## src/rtl/upd_pkg.sv

```systemverilog
`timescale 1ns / 1ps
// ----------------------------------------------------------------------------
// upd_pkg
// Shared types and constants of the URL path percent decoder.
// ----------------------------------------------------------------------------
package upd_pkg;

	// longest decoded path, terminator included
	localparam int MAX_PATH = 128;
	localparam int CNT_W    = $clog2(MAX_PATH);

	// characters of interest
	localparam logic [7:0] CH_PERCENT   = 8'h25;
	localparam logic [7:0] CH_PLUS      = 8'h2B;
	localparam logic [7:0] CH_DOT       = 8'h2E;
	localparam logic [7:0] CH_SLASH     = 8'h2F;
	localparam logic [7:0] CH_SPACE     = 8'h20;
	localparam logic [7:0] CH_BACKSLASH = 8'h5C;
	localparam logic [7:0] CH_NUL       = 8'h00;

	// value added to a letter digit
	localparam logic [3:0] HEX_TEN = 4'd10;

	typedef enum logic [2:0] {
		ST_OK       = 3'd0,
		ST_BAD_ESC  = 3'd1,
		ST_INVALID  = 3'd2,
		ST_OVERFLOW = 3'd3,
		ST_UNSAFE   = 3'd4
	} status_t;

	typedef enum logic [1:0] {
		ESC_NONE = 2'd0,
		ESC_HIGH = 2'd1,
		ESC_LOW  = 2'd2
	} esc_t;

	// one input item
	typedef struct packed {
		logic [7:0] in_byte;
		logic       byte_present;
		logic       last;
	} item_t;

	// one result item
	typedef struct packed {
		logic [7:0] out_byte;
		logic       out_byte_valid;
		logic       done_res;
		status_t    status;
		logic       needs_index;
	} res_t;

	// decoder state carried between items
	typedef struct packed {
		esc_t             esc;
		logic [3:0]       high_nibble;
		logic [CNT_W-1:0] out_count;
		status_t          err_code;
		logic             err_seen;
		logic [1:0]       seg_len;
		logic             seg_all_dots;
		logic             unsafe_seen;
		logic             lead_slashes;
		logic             last_slash;
	} state_t;

	localparam state_t STATE_RESET = '{
		esc:          ESC_NONE,
		high_nibble:  4'd0,
		out_count:    '0,
		err_code:     ST_OK,
		err_seen:     1'b0,
		seg_len:      2'd0,
		seg_all_dots: 1'b1,
		unsafe_seen:  1'b0,
		lead_slashes: 1'b1,
		last_slash:   1'b0
	};

endpackage

```

## src/rtl/upd_core.sv

```systemverilog
`timescale 1ns / 1ps
// ----------------------------------------------------------------------------
// upd_core
// Decoder state register and the single-pass step logic for one item.
// ----------------------------------------------------------------------------
module upd_core import upd_pkg::*; (
	input  logic  clk,
	input  logic  arst_n,
	input  item_t item,
	input  logic  item_valid,
	input  logic  commit,
	output logic  res_valid,
	output res_t  res
);

	state_t st_q;
	state_t nxt;
	logic       have;
	logic       emit;
	logic [7:0] ch;
	logic       hex_ok;
	logic [3:0] hex_val;
	logic [7:0] b;

	assign b = item.in_byte;

	// hex digit in either case
	always_comb begin
		hex_ok  = 1'b1;
		hex_val = 4'd0;
		if (b inside {[8'h30:8'h39]}) begin
			hex_val = b[3:0];
		end else if (b inside {[8'h61:8'h66], [8'h41:8'h46]}) begin
			hex_val = b[3:0] - 4'd1 + HEX_TEN;
		end else begin
			hex_ok = 1'b0;
		end
	end

	// one step of the decoder
	always_comb begin
		nxt  = st_q;
		have = 1'b0;
		emit = 1'b0;
		ch   = CH_NUL;
		res  = '0;

		if (item.byte_present && !st_q.err_seen &&
		    !(st_q.lead_slashes && st_q.esc == ESC_NONE && b == CH_SLASH)) begin
			nxt.lead_slashes = 1'b0;
			case (st_q.esc)
				ESC_NONE: begin
					if (b == CH_PERCENT) begin
						nxt.esc = ESC_HIGH;
					end else if (b == CH_NUL) begin
						nxt.err_seen = 1'b1;
						nxt.err_code = ST_INVALID;
					end else begin
						ch   = (b == CH_PLUS) ? CH_SPACE : b;
						have = 1'b1;
					end
				end
				ESC_HIGH: begin
					if (!hex_ok) begin
						nxt.err_seen = 1'b1;
						nxt.err_code = ST_BAD_ESC;
					end else begin
						nxt.high_nibble = hex_val;
						nxt.esc         = ESC_LOW;
					end
				end
				default: begin
					if (!hex_ok) begin
						nxt.err_seen = 1'b1;
						nxt.err_code = ST_BAD_ESC;
					end else begin
						ch      = {st_q.high_nibble, hex_val};
						nxt.esc = ESC_NONE;
						have    = 1'b1;
					end
				end
			endcase

			// checks on the decoded character and segment tracking
			if (have) begin
				if (ch == CH_NUL || ch == CH_BACKSLASH) begin
					nxt.err_seen = 1'b1;
					nxt.err_code = ST_INVALID;
				end else if (st_q.out_count >= CNT_W'(MAX_PATH - 1)) begin
					nxt.err_seen = 1'b1;
					nxt.err_code = ST_OVERFLOW;
				end else begin
					emit           = 1'b1;
					nxt.out_count  = st_q.out_count + CNT_W'(1);
					nxt.last_slash = (ch == CH_SLASH);
					if (ch == CH_SLASH) begin
						if (st_q.seg_all_dots && (st_q.seg_len == 2'd1 || st_q.seg_len == 2'd2))
							nxt.unsafe_seen = 1'b1;
						nxt.seg_len      = 2'd0;
						nxt.seg_all_dots = 1'b1;
					end else begin
						if (st_q.seg_len != 2'd3)
							nxt.seg_len = st_q.seg_len + 2'd1;
						if (ch != CH_DOT)
							nxt.seg_all_dots = 1'b0;
					end
				end
			end
		end

		res.out_byte       = emit ? ch : CH_NUL;
		res.out_byte_valid = emit;
		res.done_res       = item.last;

		// end of path: final status, then back to the reset state
		if (item.last) begin
			if (!nxt.err_seen && nxt.esc != ESC_NONE) begin
				nxt.err_seen = 1'b1;
				nxt.err_code = ST_BAD_ESC;
			end
			if (nxt.seg_all_dots && (nxt.seg_len == 2'd1 || nxt.seg_len == 2'd2))
				nxt.unsafe_seen = 1'b1;
			if (nxt.err_seen)
				res.status = nxt.err_code;
			else if (nxt.unsafe_seen)
				res.status = ST_UNSAFE;
			else
				res.status = ST_OK;
			res.needs_index = (res.status == ST_OK) &&
			                  (nxt.out_count == '0 || nxt.last_slash);
			nxt = STATE_RESET;
		end
	end

	assign res_valid = item_valid && (emit || item.last);

	// state register
	always_ff @(posedge clk or negedge arst_n) begin
		if (!arst_n) begin
			st_q <= STATE_RESET;
		end else if (commit) begin
			st_q <= nxt;
		end
	end

endmodule

```

## src/rtl/url_path_percent_decoder.sv

```systemverilog
`timescale 1ns / 1ps
// ----------------------------------------------------------------------------
// url_path_percent_decoder
// Percent decoder for URL paths with error, segment and index reporting.
// ----------------------------------------------------------------------------
// Path: input register, then decode logic, then result register.
// Throughput: one item per cycle, set by the single-pass decode step,
// while out_stall does not hold a result in the result register.
// Reset: arst_n clears all control state and the decoder returns to the
// start of a path; the decoder also returns there after each last item.
module url_path_percent_decoder import upd_pkg::*; (
	input  logic       clk,
	input  logic       arst_n,
	input  logic       in_valid,
	output logic       in_stall,
	input  logic [7:0] in_byte,
	input  logic       byte_present,
	input  logic       last,
	output logic       out_valid,
	input  logic       out_stall,
	output logic [7:0] out_byte,
	output logic       out_byte_valid,
	output logic       done_res,
	output logic [2:0] status,
	output logic       needs_index
);

	item_t item_s1;
	logic  valid_s1;
	res_t  res_s2;
	logic  valid_s2;
	res_t  res;
	logic  res_valid;
	logic  slot_free;
	logic  advance;
	logic  accept;

	// flow control between input register and result register
	assign slot_free = !valid_s2 || !out_stall;
	assign advance   = valid_s1 && (!res_valid || slot_free);
	assign in_stall  = valid_s1 && !advance;
	assign accept    = in_valid && !in_stall;

	// input register
	always_ff @(posedge clk or negedge arst_n) begin
		if (!arst_n) begin
			valid_s1 <= 1'b0;
		end else if (accept) begin
			valid_s1 <= 1'b1;
		end else if (advance) begin
			valid_s1 <= 1'b0;
		end
	end

	always_ff @(posedge clk) begin
		if (accept) begin
			item_s1.in_byte      <= in_byte;
			item_s1.byte_present <= byte_present;
			item_s1.last         <= last;
		end
	end

	// decode step
	upd_core u_core (
		.clk        (clk),
		.arst_n     (arst_n),
		.item       (item_s1),
		.item_valid (valid_s1),
		.commit     (advance),
		.res_valid  (res_valid),
		.res        (res)
	);

	// result register
	always_ff @(posedge clk or negedge arst_n) begin
		if (!arst_n) begin
			valid_s2 <= 1'b0;
		end else if (advance && res_valid) begin
			valid_s2 <= 1'b1;
		end else if (!out_stall) begin
			valid_s2 <= 1'b0;
		end
	end

	always_ff @(posedge clk) begin
		if (advance && res_valid) begin
			res_s2 <= res;
		end
	end

	assign out_valid      = valid_s2;
	assign out_byte       = res_s2.out_byte;
	assign out_byte_valid = res_s2.out_byte_valid;
	assign done_res       = res_s2.done_res;
	assign status         = res_s2.status;
	assign needs_index    = res_s2.needs_index;

endmodule

```

## config.mk

```make
export PLATFORM = sky130hd
export DESIGN_NAME = url_path_percent_decoder
export DESIGN_NICKNAME = d
export VERILOG_FILES = /design/src/rtl/upd_pkg.sv /design/src/rtl/upd_core.sv /design/src/rtl/url_path_percent_decoder.sv
export SDC_FILE = /design/constraint.sdc
export NUM_CORES = 1
export LEC_CHECK = 0
export BUFFER_PORTS_ARGS = -buffer_cell sky130_fd_sc_hd__buf_2
export CAP_MARGIN = 20
export CELL_PAD_IN_SITES_DETAIL_PLACEMENT = 1
export CELL_PAD_IN_SITES_GLOBAL_PLACEMENT = 1
export CORE_MARGIN = 3
export CORE_UTILIZATION = 47
export DETAILED_ROUTE_END_ITERATION = 16
export MAX_ROUTING_LAYER = met4
export PLACE_DENSITY_LB_ADDON = 0.1
export SLEW_MARGIN = 20
export SYNTH_ARGS = -nofsm -noshare
export SYNTH_HDL_FRONTEND = slang
export SYNTH_SLANG_ARGS = --single-unit
```

## constraint.sdc

```tcl
create_clock -name clk -period 4.4 [get_ports clk]
set_input_delay 1.1 -clock clk [delete_from_list [all_inputs] [get_ports clk]]
set_output_delay 1.1 -clock clk [all_outputs]
set_load 0.05 [all_outputs]
```

# Word-level counts from Yosys, hierarchy flattened
# Index checks and enable logic that the tools add are counted.
# totals
register_bits	49
in_bits	14
output_inout_bits	16
word_cells	145
# classes
add_sub_neg	4
magnitude_cmp	7
eq_ne	13
muxes	56
reduce_logical	45
# op_table
op	n
$mux W4	13
$mux W23	2
$mux W8	5
$eq A8 B6 Y1 const B	4
$mux W1	22
$ge A8 B7 Y1 const B	2
$le A8 B7 Y1 const B	2
$logic_and A1 B1 Y1	16
$logic_not A8 Y1	2
$pmux W8 S2	1
$mux W15	1
$mux W7	2
$mux W3	4
$reduce_bool A2 Y1	6
$eq A8 B7 Y1 const B	1
$ge A8 B6 Y1 const B	1
$le A8 B6 Y1 const B	1
$logic_not A1 Y1	8
$ne A8 B6 Y1 const B	1
$add A7 B1 Y7 const B	1
$ge A7 B7 Y1 const B	1
$logic_not A7 Y1	1
$logic_or A1 B1 Y1	7
$eq A2 B1 Y1 const B	3
14 further kinds	18

# Longest topological paths before layout
# depth
ltp_word	25
depth_mapped	12
depth_no_buf	12

# By module
# From an unflattened synthesis, not the netlist that was laid out.
# unflattened
hier_cells	304
hier_area_um2	3045.4
# modules_own_cells
module	n_inst	cells_per_inst	area_per_inst_um2	seq_area_each_um2
upd_core	1	268	2219.6	578.1
url_path_percent_decoder	1	36	825.8	770.7

# Worst setup path before layout
# Ideal clock, no wire load.
# synth_timing
kind	register to output
from	register item_s1[3] in the netlist's numbering
to	output in_stall
t_arrival_ps	3065
required_ps	3300
path_slack_ps	235
stages_incl_launch_ff	12
n_path_buf	0
path_cell_list	edfxtp_1 inv_1 ha_1 or3b_1 and4_1 o21ai_2 o21ai_0 a31oi_4 o21bai_4 inv_2 o21ai_0 nor2_1
# synth_via
elab_chain_cells	20
word_cells_on_any_way	47
cone_classes	add/sub (2); order compare (6); eq/ne (4); mux (18); reduce/logical (17)
# synth_lines
element	line	text
from (decl)	url_path_percent_decoder.sv:28	item_t item_s1;
parallel branches: the longest is 12 deep, another holds $sub A4 B1 Y4	-	
$mux W1 (*)	upd_core.sv:48	if (item.byte_present && !st_q.err_seen &&
net u_core.emit	upd_core.sv:19	logic emit;
$logic_or A1 B1 Y1 (*)	upd_core.sv:135	assign res_valid = item_valid && (emit || item.last);
$logic_and A1 B1 Y1 (*)	upd_core.sv:135	
$logic_not A1 Y1 (*)	url_path_percent_decoder.sv:40	assign advance = valid_s1 && (!res_valid || slot_free);
$logic_or A1 B1 Y1 (*)	url_path_percent_decoder.sv:40	
$logic_and A1 B1 Y1 (*)	url_path_percent_decoder.sv:40	
$logic_not A1 Y1 (*)	url_path_percent_decoder.sv:41	assign in_stall = valid_s1 && !advance;
$logic_and A1 B1 Y1 (*)	url_path_percent_decoder.sv:41	
to (decl)	url_path_percent_decoder.sv:15	output logic in_stall,
# Mark *: on every way through the listed nets, which the timed path passes. The select of a mux whose other input is x is not followed.

# Worst setup path after layout
# layout_timing
from	register item_s1[2] in the netlist's numbering
to	output in_stall
# The elaborated chain is that of the path after synthesis.

==> qor.txt <==
Synth Net Count: 328
min Tclk post-route: 4.19 ns
final worst-path cycle share: 0.952
Core Region: 6130 um^2
Iteration-0 DRC Markers: 193
crit path cell chain: inv_1 > ha_2 > or3b_1 > and4_1 > and3_1 > a211oi_2 > nand3_2 > o21bai_4 > inv_2 > o21ai_1 > nor2_1 > buf_4
Comb pwr share: 0.238
CTS tree: done
reg2reg start: item_s1[2]
crit path max fanout: 6
hpwl dp: 6.64 mm
reg2reg end: u_core.st_q[7]
Clock Tree Buf Depth: 2
htree depth: 2
Starting Density: 0.505
worst reg2reg setup slack: 0.79 ns
fillers: 678
share of flip-flops with an asynchronous set or reset: 0.510
Die ar.: 7600 um^2
Synth cell types: 76
Worst Hold Endpoint: u_core.st_q[9]
max incr delay on CP: 0.45 ns
largest net degree at the start of global routing: 26
worst hold path class: register to register
commonest register cell after synthesis: edfxtp_1
vias in the first global route: 2750
Die H: 87.2 um
final count of pins violating max slew: 0
global-route wire length before repair: 14.4 mm
clock transition at the registers of the reported paths: 0.09 ns
Post-DRT Antenna Nets: 0
Synth top area share: 0.233
list of most frequent post-synthesis cells: 27 x nor2_1, 24 x edfxtp_1, 23 x dfrtp_1
clk_lat worst skew: 0.31 ns
diode count: 0
via count: 2756
clk_skew: 0.00396 ns
GPL Wtd Cong: 0.921
Mapped Area: 3100 um^2
critical path type: register to output pin
Sw Ratio: 0.328
area delta synth->final: 14.8%
Seq/Total Area, Yosys: 0.436
Clk pwr share: 0.249
most area-hungry cell type in the Yosys netlist: edfxtp_1
outcome: completed
Worst setup SP type: register
maximum VDD drop: 0.187 mV
register share of total power: 0.514
initial antenna violation count: 0
CP Data Required Time: 3.30 ns
vias per cell: 6.41
total gr overflow: 0
Max-cap violations: 0
input/output buffers: 29
Achievable Freq: 239 MHz
Rows: 28
syn_area_per_cell: 10.1 um^2
Cells after Synth: 307
Core Util, Final: 0.580
CP Launch Point: item_s1[2]
Worst Setup Slack, final: 0.210 ns
dpl ws: 0.210 ns
nets@finish: 375
share of layout cells above drive strength 1: 0.248
setup TNS: 0 ns
I/O pins: 30
R2R depth: 12
RSZ-0062 raised after global routing: no
Worst Path Arrival: 3.09 ns
CP endpoint kind: output pin
synth top area cells: edfxtp_1 23%, dfrtp_1 19%, nor2_1 3.3%
WL/cell: 20.7 um
Worst Max-Slew Pin Slew: 0.655 ns
Remaining DRCs: 0
gr usage total: 0.252
Hold Crit Start: u_core.st_q[9]
Final Setup Violations: 0
WHS: 0.520 ns
total power draw: 1.07 mW
die width: 87.2 um
leakage power: 1.44 nW
drt total wl: 8.90 mm
synth warn: 0
DRT Pass-1 Iters: 5
# clock sinks: 49
internal power: 0.721 mW
Slew HR: 0.563
clk root buf: clkbuf_8
PwrDens: 302 nW/um^2
total CTS buffers: 5
EDFF count, synth: 24
NetSw: 0.353 mW
library cell with the highest instance count after synthesis: nor2_1
register bit total from synthesis: 49
Hold Vio Cnt, Final: 0
CP max stage cell: edfxtp_1
hold path cells: 1
## cell usage in the layout (no fill, tap or decap), types with 6 or more instances in the layout
cell,instances
buf_2,28
nor2_1,27
buf_4,26
edfxtp_1,24
dfrtp_1,23
nand2_1,22
a21oi_1,14
inv_1,12
nand3_1,9
o21ai_0,9
nor3_1,8
o211ai_1,8
a31oi_1,7
and2_1,7
and3_1,6
## worst max-delay path by stage
stage / to / slack, ns / cells after the start
6_report: in_stall / 0.21 / 12
3_5_place_dp: in_stall / 0.21 / 12
3_3_place_gp: in_stall / 0.39 / 11
4_1_cts: in_stall / 0.03 / 12
2_1_floorplan: in_stall / 0.23 / 11
5_1_grt: in_stall / 0.004 / 12
## logic make-up after synthesis
family / Yosys count / synth area share
compound gates: 96 / 0.249
flops: 49 / 0.436
xor+xnor: 3 / 0.00849
simple gates: 121 / 0.226
mux: 4 / 0.0137
buf+inv: 27 / 0.0392
fa+ha+maj: 7 / 0.0283
## stage by stage
step / cells / instance area (um^2)
6_report: 430 / 3550
5_1_grt: 430 / 3550
4_1_cts: 423 / 3490
3_5_place_dp: 413 / 3380
3_3_place_gp: 413 / 3380
2_1_floorplan: 307 / 3100
## cell type report
class / instances / area, um^2 / share of cell area
clock buffers: 5 / 68.8 / 0.0194
clock inverters: 3 / 17.5 / 0.00493
inverters: 13 / 48.8 / 0.0137
multi-input cells: 231 / 1640 / 0.462
flip-flops and latches: 49 / 1350 / 0.379
well taps: 75 / 93.8 / 0.0264
repair buffers: 54 / 335 / 0.0943
## power groups by stage
stage	Sequential, mW	Combinational (mW)	Clock [mW]
after floorplan	0.590	0.137	0
after global placement	0.561	0.238	0
after detailed placement	0.563	0.244	0
after CTS	0.552	0.248	0.270
after global routing	0.555	0.278	0.289
final	0.551	0.255	0.267
## sequential cells by signal, summed over array words and instances, names as in the netlist
signal          cells
item_s1            10
u_core.st_q        23
valid_s1            1
out_valid           1
needs_index         1
done_res            1
out_byte_valid      1
out_byte            8
status              3
## critical path: cells and delay by family (launching register included)
kind            cells  cell delay [ns]
fa+ha+maj           1             0.23
flops               1             0.45
buf+inv             3             0.37
simple gates        5             1.11
compound gates      3             0.60
## what timing repair did
item | CTS | global route
hold buffers | 0 | 0
setup endpoints to repair | 1 | 1
buffers inserted | 2 | 7
pin swaps | 0 | 2
resized for setup | 1 | 5
## layer usage
| metal | up-vias | GRT usage | routed length [um] |
|---|---|---|---|
| li1 | 1282 | - | - |
| met1 | 1346 | 0.352 | 4140 |
| met2 | 113 | 0.381 | 4050 |
| met3 | 15 | 0.0454 | 571 |
| met4 | 0 | 0.0628 | 127 |
| met5 | - | - | 0 |
(Power assumes the default switching activity.)
